<file path="src/hw/rtl/sis_pkg.sv">
package sis_pkg;

	// Field widths of the request and response payloads
	localparam int VALUE_W = 16;
	localparam int POS_W   = 6;
	localparam int MCNT_W  = 7;

	// Request modes
	localparam logic MODE_ADD    = 1'b0;
	localparam logic MODE_LOOKUP = 1'b1;

	// Sequencer states
	typedef enum logic [2:0] {
		ST_IDLE,
		ST_SEARCH,
		ST_PROBE,
		ST_SHIFT,
		ST_INSERT,
		ST_RESULT
	} st_t;

endpackage

</file>
<file path="src/hw/rtl/sis_req_if.sv">
interface sis_req_if import sis_pkg::*; ();

	logic               valid;
	logic               ready;
	logic               mode;
	logic [VALUE_W-1:0] value;

	modport source (output valid, output mode, output value, input ready);
	modport sink   (input valid, input mode, input value, output ready);

endinterface

</file>
<file path="src/hw/rtl/sis_rsp_if.sv">
interface sis_rsp_if import sis_pkg::*; ();

	logic              valid;
	logic              ready;
	logic              found;
	logic [POS_W-1:0]  position;
	logic [MCNT_W-1:0] member_count;
	logic              full_refused;

	modport source (output valid, output found, output position, output member_count,
		output full_refused, input ready);
	modport sink   (input valid, input found, input position, input member_count,
		input full_refused, output ready);

endinterface

</file>
<file path="src/hw/rtl/sis_store.sv">
module sis_store import sis_pkg::*; #(
	parameter int DEPTH = 64
) (
	input  logic                     clk,
	input  logic                     we,
	input  logic [$clog2(DEPTH)-1:0] waddr,
	input  logic [VALUE_W-1:0]       wdata,
	input  logic [$clog2(DEPTH)-1:0] raddr,
	output logic [VALUE_W-1:0]       rdata
);

	logic [VALUE_W-1:0] mem [DEPTH];

	// Write one entry, read one entry with registered data
	always_ff @(posedge clk) begin
		if (we) begin
			mem[waddr] <= wdata;
		end
		rdata <= mem[raddr];
	end

endmodule

</file>
<file path="src/hw/rtl/sorted_integer_set.sv">
// Channel  Dir  Payload                                          Accepted when
// req      in   mode, value                                      req.valid & req.ready
// rsp      out  found, position, member_count, full_refused      rsp.valid & rsp.ready
//
// One request at a time: the request is accepted, then each search probe passes through
// the search and probe states (up to ceil(log2(count+1)) probes, paced by the registered
// read of the store), the search is closed, then for an add of a new value the entries
// from position upward shift up (one entry a cycle through the store's single write port),
// the value is inserted and the result is issued.
// arst_n empties the set; store contents are not cleared.
// A finished response waits in an output register; the next request is taken meanwhile.
module sorted_integer_set import sis_pkg::*; #(
	parameter int CAPACITY = 64
) (
	input  logic      clk,
	input  logic      arst_n,
	sis_req_if.sink   req,
	sis_rsp_if.source rsp
);

	localparam int IDX_W = $clog2(CAPACITY);
	localparam int CNT_W = $clog2(CAPACITY + 1);
	localparam logic [CNT_W-1:0] CAP_CNT = CNT_W'(CAPACITY);
	localparam logic [CNT_W-1:0] CNT_ONE = CNT_W'(1);

	st_t st_q, st_d;

	logic               mode_q;
	logic [VALUE_W-1:0] value_q;
	logic [CNT_W-1:0]   lo_q, hi_q, mid_q, j_q, count_q;
	logic               hit_q, placed_q, refused_q;
	logic               pend_q;
	logic [IDX_W-1:0]   pend_addr_q;

	logic               out_valid_q;
	logic               out_found_q, out_refused_q;
	logic [POS_W-1:0]   out_pos_q;
	logic [MCNT_W-1:0]  out_cnt_q;

	logic [CNT_W-1:0]   mid_c, jm1_c;
	logic               search_done, out_free, can_add;
	logic [CNT_W+POS_W-1:0]  pos_ext;
	logic [CNT_W+MCNT_W-1:0] cnt_ext;

	logic               mem_we;
	logic [IDX_W-1:0]   mem_waddr, mem_raddr;
	logic [VALUE_W-1:0] mem_wdata, mem_rdata;

	sis_store #(.DEPTH(CAPACITY)) u_store (
		.clk   (clk),
		.we    (mem_we),
		.waddr (mem_waddr),
		.wdata (mem_wdata),
		.raddr (mem_raddr),
		.rdata (mem_rdata)
	);

	// Derive search midpoint, shift source and result fields
	assign mid_c       = lo_q + ((hi_q - lo_q) >> 1);
	assign jm1_c       = j_q - CNT_ONE;
	assign search_done = !(lo_q < hi_q);
	assign out_free    = !out_valid_q || rsp.ready;
	assign can_add     = (mode_q == MODE_ADD) && (count_q != CAP_CNT);
	assign pos_ext     = {{POS_W{1'b0}}, lo_q};
	assign cnt_ext     = {{MCNT_W{1'b0}}, count_q};

	// Next state
	always_comb begin
		st_d = st_q;
		case (st_q)
			ST_IDLE: begin
				if (req.valid) st_d = ST_SEARCH;
			end
			ST_SEARCH: begin
				if (!search_done) st_d = ST_PROBE;
				else if (!hit_q && can_add) st_d = ST_SHIFT;
				else st_d = ST_RESULT;
			end
			ST_PROBE: st_d = ST_SEARCH;
			ST_SHIFT: begin
				if (j_q == lo_q) st_d = ST_INSERT;
			end
			ST_INSERT: st_d = ST_RESULT;
			ST_RESULT: begin
				if (out_free) st_d = ST_IDLE;
			end
			default: st_d = ST_IDLE;
		endcase
	end

	// Drive handshake and store ports
	always_comb begin
		req.ready = 1'b0;
		mem_raddr = mid_c[IDX_W-1:0];
		mem_we    = 1'b0;
		mem_waddr = pend_addr_q;
		mem_wdata = mem_rdata;
		case (st_q)
			ST_IDLE: req.ready = 1'b1;
			ST_SHIFT: begin
				mem_raddr = jm1_c[IDX_W-1:0];
				mem_we    = pend_q;
			end
			ST_INSERT: begin
				mem_we    = 1'b1;
				mem_waddr = lo_q[IDX_W-1:0];
				mem_wdata = value_q;
			end
			default: ;
		endcase
	end

	// Advance the sequencer and its working registers
	always_ff @(posedge clk or negedge arst_n) begin
		if (!arst_n) begin
			st_q    <= ST_IDLE;
			count_q <= '0;
			pend_q  <= 1'b0;
		end else begin
			st_q <= st_d;
			case (st_q)
				ST_IDLE: begin
					if (req.valid) begin
						mode_q  <= req.mode;
						value_q <= req.value;
						lo_q    <= '0;
						hi_q    <= count_q;
						hit_q   <= 1'b0;
					end
				end
				ST_SEARCH: begin
					mid_q     <= mid_c;
					j_q       <= count_q;
					pend_q    <= 1'b0;
					placed_q  <= hit_q || can_add;
					refused_q <= !hit_q && (mode_q == MODE_ADD) && (count_q == CAP_CNT);
				end
				ST_PROBE: begin
					if (mem_rdata < value_q) begin
						lo_q <= mid_q + CNT_ONE;
					end else begin
						hi_q  <= mid_q;
						hit_q <= (mem_rdata == value_q);
					end
				end
				ST_SHIFT: begin
					if (j_q != lo_q) begin
						j_q         <= jm1_c;
						pend_q      <= 1'b1;
						pend_addr_q <= j_q[IDX_W-1:0];
					end else begin
						pend_q <= 1'b0;
					end
				end
				ST_INSERT: count_q <= count_q + CNT_ONE;
				default: ;
			endcase
		end
	end

	// Hold the response until the sink takes it
	always_ff @(posedge clk or negedge arst_n) begin
		if (!arst_n) begin
			out_valid_q <= 1'b0;
		end else if (st_q == ST_RESULT && out_free) begin
			out_valid_q <= 1'b1;
		end else if (rsp.ready) begin
			out_valid_q <= 1'b0;
		end
	end

	always_ff @(posedge clk) begin
		if (st_q == ST_RESULT && out_free) begin
			out_found_q   <= hit_q;
			out_refused_q <= refused_q;
			out_pos_q     <= placed_q ? pos_ext[POS_W-1:0] : '0;
			out_cnt_q     <= cnt_ext[MCNT_W-1:0];
		end
	end

	assign rsp.valid        = out_valid_q;
	assign rsp.found        = out_found_q;
	assign rsp.position     = out_pos_q;
	assign rsp.member_count = out_cnt_q;
	assign rsp.full_refused = out_refused_q;

`ifndef SYNTHESIS
	a_count_bound: assert property (@(posedge clk) disable iff (!arst_n)
		count_q <= CAP_CNT)
		else $error("member count exceeds capacity");

	a_search_bounds: assert property (@(posedge clk) disable iff (!arst_n)
		(st_q == ST_SEARCH) |-> (lo_q <= hi_q))
		else $error("search bounds crossed");

	a_shift_no_overlap: assert property (@(posedge clk) disable iff (!arst_n)
		(st_q == ST_SHIFT && pend_q && j_q != lo_q) |-> (mem_waddr != mem_raddr))
		else $error("shift writes the entry being read");

	a_count_only_on_insert: assert property (@(posedge clk) disable iff (!arst_n)
		(st_q != ST_INSERT) |=> $stable(count_q))
		else $error("member count changed outside insert");

	a_refuse_only_full: assert property (@(posedge clk) disable iff (!arst_n)
		(rsp.valid && rsp.full_refused) |-> (count_q == CAP_CNT))
		else $error("add refused while store not full");
`endif

endmodule
</file>
<file path="src/flat_wrapper.sv">
// flat-port wrapper written by rule: the top's interface ports become plain ports
module sorted_integer_set_flat import sis_pkg::*;
#(
	parameter int CAPACITY = 64
)
  (clk, arst_n, req_valid, req_mode, req_value, req_ready, rsp_valid, rsp_found, rsp_position, rsp_member_count, rsp_full_refused, rsp_ready);
  sis_req_if req_i ();
  sis_rsp_if rsp_i ();
  input  logic clk;
  input  logic arst_n;
  input wire logic [$bits(req_i.valid)-1:0] req_valid;
  input wire logic [$bits(req_i.mode)-1:0] req_mode;
  input wire logic [$bits(req_i.value)-1:0] req_value;
  output wire logic [$bits(req_i.ready)-1:0] req_ready;
  output wire logic [$bits(rsp_i.valid)-1:0] rsp_valid;
  output wire logic [$bits(rsp_i.found)-1:0] rsp_found;
  output wire logic [$bits(rsp_i.position)-1:0] rsp_position;
  output wire logic [$bits(rsp_i.member_count)-1:0] rsp_member_count;
  output wire logic [$bits(rsp_i.full_refused)-1:0] rsp_full_refused;
  input wire logic [$bits(rsp_i.ready)-1:0] rsp_ready;
  assign req_i.valid = req_valid;
  assign req_i.mode = req_mode;
  assign req_i.value = req_value;
  assign req_ready = req_i.ready;
  assign rsp_valid = rsp_i.valid;
  assign rsp_found = rsp_i.found;
  assign rsp_position = rsp_i.position;
  assign rsp_member_count = rsp_i.member_count;
  assign rsp_full_refused = rsp_i.full_refused;
  assign rsp_i.ready = rsp_ready;
  sorted_integer_set #(.CAPACITY(CAPACITY)) u_core (.clk(clk), .arst_n(arst_n), .req(req_i), .rsp(rsp_i));
endmodule
</file>
<file path="config.mk">
export PLATFORM = sky130hd
export DESIGN_NAME = sorted_integer_set_flat
export DESIGN_NICKNAME = d
export VERILOG_FILES = /design/src/hw/rtl/sis_pkg.sv /design/src/hw/rtl/sis_req_if.sv /design/src/hw/rtl/sis_rsp_if.sv /design/src/hw/rtl/sis_store.sv /design/src/hw/rtl/sorted_integer_set.sv /design/src/flat_wrapper.sv
export SDC_FILE = /design/constraint.sdc
export NUM_CORES = 1
export LEC_CHECK = 0
export BUFFER_PORTS_ARGS = -buffer_cell sky130_fd_sc_hd__buf_2
export CAP_MARGIN = 10
export CORE_MARGIN = 8
export CORE_UTILIZATION = 30
export DETAILED_ROUTE_END_ITERATION = 10
export MAX_ROUTING_LAYER = met4
export SKIP_LAST_GASP = 1
export SLEW_MARGIN = 20
export SYNTH_ARGS = -nofsm -noshare
export SYNTH_HDL_FRONTEND = slang
export SYNTH_SLANG_ARGS = --single-unit
export TNS_END_PERCENT = 100
</file>
<file path="constraint.sdc">
create_clock -name clk -period 6.7 [get_ports clk]
set_clock_uncertainty 0.05 [all_clocks]
set_input_delay 0.335 -clock clk [delete_from_list [all_inputs] [get_ports clk]]
set_output_delay 0.335 -clock clk [all_outputs]
set_load 0.01 [all_outputs]
</file>
==> results of run 1 <==
[where the power goes]
part | leakage [nW] | internal, mW | total [mW] | switching (mW)
Clock | 1.70 | 3.35 | 5.98 | 2.63
Combinational | 5.53 | 3.56 | 12.3 | 8.77
Sequential | 10.2 | 9.24 | 9.45 | 0.216
Total | 17.4 | 16.2 | 27.8 | 11.6
[final cells by class]
type                            count  area [um2]
Antenna cell                        1        2.50
Clock inverter                     49         384
Fill cell                       14300       97800
Clock buffer                      153        3070
Tap cell                         2016        2520
Timing Repair Buffer              167        1330
Sequential cell                  1121       33400
Multi-Input combinational cell   1737       10900
Inverter                           39         146
[tightest hold or removal path: cells and delay by family]
kind	cells	cell delay (ns)
AO/OA/AOI/OAI	2	0.37
buffers and inverters	1	0.11
AND/OR/NAND/NOR	1	0.04
[layout by cell type, fill, tap and decap left out, drive strengths merged, types with 16 or more instances in the layout]
cell type | synthesis | routed
mux4 | 79 | 79
edfxtp | 1093 | 1093
o22a | 16 | 16
and3b | 16 | 16
mux2 | 25 | 25
a21oi | 58 | 58
buf | 64 | 147
and3 | 81 | 81
clkbuf | 104 | 153
xnor2 | 19 | 19
dfxtp | 16 | 16
o21ai | 33 | 33
or3 | 20 | 20
clkinv | 0 | 38
a221oi | 16 | 16
dlygate4sd3 | 0 | 20
nand4 | 39 | 39
mux2i | 57 | 57
a311oi | 91 | 91
a31oi | 18 | 18
nand3 | 175 | 175
nor2 | 106 | 106
nand2 | 740 | 740
ha | 33 | 33
inv | 39 | 43
[per-layer routing]
layer	GRT usage, %	part of all wire [%]
met1	21.1	43
met2	22.7	45
met3	3.36	9.0
met4	4.11	2.8
met5	-	0
[stage by stage]
stage	area (um2)	std cells	utilization, %	power, mW
4_1_cts	51800	5282	34.7	27.9
2_1_floorplan	45100	3065	-	16.9
3_5_place_dp	48200	5060	32.2	21.9
5_1_grt	51800	5283	34.7	29.0
3_3_place_gp	48200	5059	32.2	21.8
6_report	51800	5283	34.7	27.8
[logic make-up after synthesis]
kind of cell | share of synthesized area [%]
and+or+nand+nor | 12.0
DFF | 74.1
AOI/OAI and AO/OA | 4.53
buffers and inverters | 1.88
muxes | 5.84
adders and majority gates | 1.00
xor gates and xnor gates | 0.602
[cell usage after synthesis, types with 18 or more instances]
cell type and instances:
mux2i_1 56, or3_1 20, a311oi_1 91, o21ai_0 27, edfxtp_1 1093, clkbuf_1 104, a21oi_1 57, and3_1 80
buf_2 34, nand4_1 39, mux4_2 79, xnor2_1 19, mux2_2 25, inv_1 39, nand3_1 175, a31oi_1 18
nand2_1 740, nor2_1 106, ha_1 33, buf_1 26
[registers in the layout, summed over array words and instances, names as in the netlist, 3 cells and up]
signal                   flops
u_core.u_store.mem        1024
u_core.u_store.rdata        16
u_core.value_q              16
u_core.count_q               7
u_core.hi_q                  7
u_core.j_q                   7
u_core.lo_q                  7
u_core.mid_q                 7
u_core.rsp.member_count      7
u_core.pend_addr_q           6
u_core.rsp.position          6
u_core.st_q                  3
[path summary, 6_finish.rpt]
path	from	endpoint	slack [ns]	depth (start not counted)
max in group asynchronous	arst_n	u_core.count_q[3]	5.50	3
max	u_core.lo_q[0]	u_core.u_store.rdata[14]	1.60	13
min in group asynchronous	arst_n	u_core.st_q[0]	0.72	3
min	req_valid	u_core.st_q[0]	0.14	4
max reg2reg	u_core.lo_q[0]	u_core.u_store.rdata[14]	1.60	13
min reg2reg	u_core.refused_q	u_core.rsp.full_refused	0.38	0
==> out/metrics.yaml, run 1 <==
logic_synthesis:
  ys_ff_latch: 1121
  syn_nets: 3121
  syn_avg_cell_area_um2: 14.7
  synth_top_area_share_pct: 72.8
  synth.distinct_cells: 65
  synthFlopType: "edfxtp_1"
  synth_edf_count: 1093
  async_reset_ff_share_pct: 1.07
  yosysWarningCount: 0
  netlist_instances: 3065
  netlist_area_um2: 45100
  ys_top_cells_by_area: "edfxtp_1 73%, nand2_1 6.2%, mux4_2 3.9%"
  yosysTopAreaCell: "edfxtp_1"
  seq_area_frac_synth_pct: 74.1
drt:
  viasPerCell: 5.08
  drt_wl_total_um: 124000
  wire_per_inst_um: 23.4
  dr_total_vias: 26800
  drc: 0
  drtIter0Drc: 3328
  dr.pass1.iters: 7
  ant_nets: 0
worst_setup_path:
  cp_slowest_cell: "or3_1"
  cp_num_buf_inv: 2
  path_cells: "ha_1 > inv_1 > fa_1 > ha_1 > inv_1 > fa_1 > xnor2_1 > o21ai_1 > or3_1 > a21oi_1 > a211oi_1 > and4_1 > or4_1"
  crit_required_ns: 7.25
  arrival_ns: 5.65
  crit_type: "register to register"
  critical_path.top_delay_family: "simple AND/OR/NAND/NOR gates"
  critical-path-max-stage-delay_ns: 0.83
  endpoint_kind: "register"
  cp-start-kind: "register"
  path_max_fanout: 16
pwr:
  vdd_ir_drop_max_v: 0.000790
  leakage_nw: 17.4
  power_density_nw_per_um2: 536
hold_path:
  hold_path_class: "input pin to register"
clocking:
  root_buffer: "clkbuf_16"
  cts_buffers: 111
  path_clk_slew_ns: 0.06
  holdBufCountCts: 20
  cts_tree: "built"
  clk_path_buf_depth: 3
  htreeDepth: 3
  post_cts_buffers: 0
  clock-sinks: 1121
  insertion_delay_ns: 0.73
  cts_resized: 0
placement:
  dpl.hpwl_um: 74900
  port_buffers: 37
  preCtsSetupSlack_ns: 1.67
  gp_congestion: 0.911
layout:
  layout-drive-gt1-share_pct: 13.5
  nets: 3233
  syn_to_final_growth_pct: 14.9
timing:
  hold_viol_final: 0
  worst_pin_slew_ns: 1.10
  setup_viol: 0
  period_share_pct: 76.1
  rsz0062_at_grt: "no"
  maxClockFrequency_mhz: 196
  fin_crit_ns: 5.10
  drv_slew: 0
  fin_hold_ws_ns: 0.136
  setup_ws_ns: 1.60
  tns_ns: 0
  relSlewSlack_pct: 26.3
floorplanning:
  die_y_um: 404
  start_util_pct: 30.2
  coreArea_um2: 150000
  io_pins: 38
  die_area_um2: 163000
  rows: 142
  die_x_um: 404
global_route:
  grt.overflow.total: 0
  grt_first_pass_wirelength_um: 181000
  grt_pass1_vias: 25600
  gr-usage-all-layers_pct: 15.2
  antenna_found_initial: 2
  grt_max_degree: 124
job:
  drv_cap: 0
outcome:
  status: "finished clean"
(Power assumes the default switching activity.)
==> inputs of run 2 (changes only) <==
--- a/config.mk
+++ b/config.mk
@@ -5,6 +5,7 @@
 export SDC_FILE = /design/constraint.sdc
 export NUM_CORES = 1
 export LEC_CHECK = 0
+export ABC_AREA = 1
 export BUFFER_PORTS_ARGS = -buffer_cell sky130_fd_sc_hd__buf_2
 export CAP_MARGIN = 10
 export CORE_MARGIN = 8
==> constraint.sdc (replaced) <==
create_clock -name clk -period 5.2 [get_ports clk]
set_clock_uncertainty 0.05 [all_clocks]
set_input_delay 0.26 -clock clk [delete_from_list [all_inputs] [get_ports clk]]
set_output_delay 0.26 -clock clk [all_outputs]
set_load 0.01 [all_outputs]
==> run 2 against run 1 <==
Hold slack improved by 0.064 ns; count of clock-buffer cells in the layout fell by 10; global-route usage rose by 0.87 points; worst setup slack got worse by 0.87 ns; die area rose by 10%; cell area rose by 10%; fmax rose by 14%; area after synthesis rose by 10%.
==> out/metrics.yaml, run 2 <==
outcome:
  status: "finished clean"
timing:
  hold_viol_final: 0  # unchanged
  worst_pin_slew_ns: 1.04  # -0.0598 ns
  rsz0062_at_grt: "no"
  maxClockFrequency_mhz: 224  # +14%
  relSlewSlack_pct: 30.2  # +3.8 points
  tns_ns: 0  # unchanged
  period_share_pct: 85.9  # +9.8 points
  fin_crit_ns: 4.47  # -0.632 ns
  setup_viol: 0  # unchanged
  drv_slew: 0  # unchanged
  setup_ws_ns: 0.733  # -0.868 ns
clocking:
  clk_path_buf_depth: 3  # unchanged
  cts_buffers: 116  # +4.5%
  root_buffer: "clkbuf_16"
  clock-sinks: 1121  # unchanged
  insertion_delay_ns: 0.73  # about the same
  cts_resized: 0  # unchanged
  htreeDepth: 3  # unchanged
  cts_tree: "built"
  post_cts_buffers: 0  # unchanged
  path_clk_slew_ns: 0.07  # about the same
drt:
  wire_per_inst_um: 21.3  # -9.1%
  ant_nets: 0  # unchanged
  drt_wl_total_um: 146000  # +18%
  dr.pass1.iters: 5  # -2
  drtIter0Drc: 4135  # +24%
  dr_total_vias: 34100  # +27%
  drc: 0  # unchanged
  viasPerCell: 4.97  # -2.2%
worst_setup_path:
  arrival_ns: 5.08  # -0.57 ns
  timing.rr.start: "u_core.lo_q[0]"
  crit_required_ns: 5.81  # -1.44 ns
  cp-start-kind: "register"
  crit_type: "register to register"
  reg2reg_depth: 15  # +2
  path_max_fanout: 46  # +30
  startpoint: "u_core.lo_q[0]"
  endpoint_kind: "register"
logic_synthesis:
  synth_edf_count: 1093  # unchanged
  async_reset_ff_share_pct: 1.07  # unchanged
  synth_top_area_share_pct: 65.9  # -6.9 points
  yosysMostFrequentCell: "edfxtp_1"
  ys_ff_latch: 1121  # unchanged
  yosys-top-cells-count: "1093 x edfxtp_1, 1007 x nand3_1, 774 x nand2_1, 668 x inv_1, 385 x nand3b_1"
  yosysWarningCount: 0  # unchanged
  yosysTopAreaCell: "edfxtp_1"
  netlist_area_um2: 49800  # +10%
  synth.distinct_cells: 42  # -35%
  syn_nets: 4575  # +47%
  netlist_instances: 4519  # +47%
  synthFlopType: "edfxtp_1"
  seq_area_frac_synth_pct: 67.1  # -7.0 points
  syn_avg_cell_area_um2: 11.0  # -25%
  ys_top_cells_by_area: "edfxtp_1 66%, nand3_1 10%, nand2_1 5.8%"
floorplanning:
  rows: 149  # +4.9%
  coreArea_um2: 165000  # +10%
  io_pins: 38  # unchanged
  die_x_um: 424  # +4.9%
  die_area_um2: 179000  # +10%
  die_y_um: 424  # +4.9%
  start_util_pct: 30.2  # +0.055 points
hold_path:
  hold_path_class: "input pin to register"
  holdCritStartpoint: "req_value[6]"
  whs_path_depth: 2  # -2
global_route:
  grt.overflow.total: 0  # unchanged
  antenna_found_initial: 4  # +2
  met2_usage_pct: 24.2  # +1.5 points
  grt_max_degree: 118  # -4.8%
  gr-usage-all-layers_pct: 16.1  # +0.87 points
  grt_pass1_vias: 31700  # +24%
  groute.layer.met1.usage_pct: 22.0  # +0.95 points
  use_met3_pct: 2.80  # -0.55 points
  grt-busiest-layer: "met2"
  grt_first_pass_wirelength_um: 215000  # +19%
layout:
  layout-drive-gt1-share_pct: 8.23  # -5.3 points
  final_cell_mix: "1093 x edfxtp_1, 1007 x nand3_1, 772 x nand2_1, 668 x inv_1, 385 x nand3b_1"
  fill_cells: 16100  # +13%
  reg_top3: "u_core.u_store.mem x1024, u_core.u_store.rdata x16, u_core.value_q x16"
  syn_to_final_growth_pct: 14.7
  final_common_cell: "edfxtp_1"
  largest_register: "u_core.u_store.mem"
  nets: 4627  # +43%
  layoutNonFillerInstCount: 6860  # +30%
  largest_register_ffs: 1024  # unchanged
placement:
  dpl.hpwl_um: 84700  # +13%
  preCtsSetupSlack_ns: 0.802  # -0.871 ns
  gp_congestion: 0.908  # -0.23%
  port_buffers: 37  # unchanged
  placedCellCount: 6619  # +31%
job:
  drv_cap: 0  # unchanged
[run 2: cell count changes after synthesis, sizes merged, moves of 81 or more]
cell / previous run / this run
nand3b: 3 / 385
a311oi: 91 / 0
nand3: 175 / 1010
buf: 64 / 199
inv: 39 / 677
and3: 81 / 0
[run 2: worst max-delay path: stages, from the launching register on]
cell	delay, ns
edfxtp_1	0.47
ha_1	0.20
inv_1	0.06
fa_1	0.48
ha_1	0.21
inv_1	0.08
fa_1	0.56
nand2_1	0.10
nand2_4	0.34
buf_4	0.60
nand3_1	0.18
nand3_1	0.16
nand3_1	0.36
nand3_1	0.35
nand3_1	0.11
nand2_1	0.07
[run 2: cell families after synthesis]
kind of cell	after synthesis	synth area share (%)
adder cells (fa/ha/maj)	35	0.909
AO/OA/AOI/OAI	89	1.04
AND/OR/NAND/NOR	2307	23.0
flip-flops	1121	67.1
buffers and inverters	946	7.57
XOR/XNOR	21	0.369
[run 2: cell type report]
cell class | instances | area, um2 | share of cell area [%]
inverters | 678 | 2560 | 4.47
clock inverters | 72 | 528 | 0.923
repair buffers | 202 | 1980 | 3.46
flip-flops and latches | 1121 | 33400 | 58.5
multi-input cells | 2452 | 12900 | 22.5
diodes | 3 | 7.51 | 0.0131
clock buffers | 143 | 3050 | 5.34
well taps | 2189 | 2740 | 4.79
[run 2: metal layers]
layer,up-vias,part of all wire [%]
met2,1544,45
met5,-,0
met3,240,8.8
met4,0,3.5
li1,15600,-
met1,16700,43
[run 2: final timing paths]
path / to / slack (ns)
max: u_core.u_store.rdata[1] / 0.73
min: u_core.value_q[6] / 0.20
max reg2reg: u_core.u_store.rdata[1] / 0.73
min reg2reg: u_core.rsp.full_refused / 0.38
max in group asynchronous: u_core.st_q[1] / 3.99
min in group asynchronous: u_core.rsp.valid / 0.67
[run 2: per-stage QoR]
step	cell area, um2	util, %	hold slack (ns)
floorplan	49800	-	-0.0856
global placement	53300	32.3	0.141
detailed placement	53300	32.3	0.142
CTS	57100	34.6	0.159
global route	57200	34.7	0.177
finish	57200	34.7	0.200
[run 2: what timing repair did]
| item | CTS | global route |
|---|---|---|
| setup endpoints to repair | 0 | 0 |
| hold buffers | 21 | 0 |
| endpoints found under the hold margin | 37 | 0 |
Power of run 2 is not shown: default switching activity piles up to over one toggle a cycle in this logic, so the estimate is an artifact.
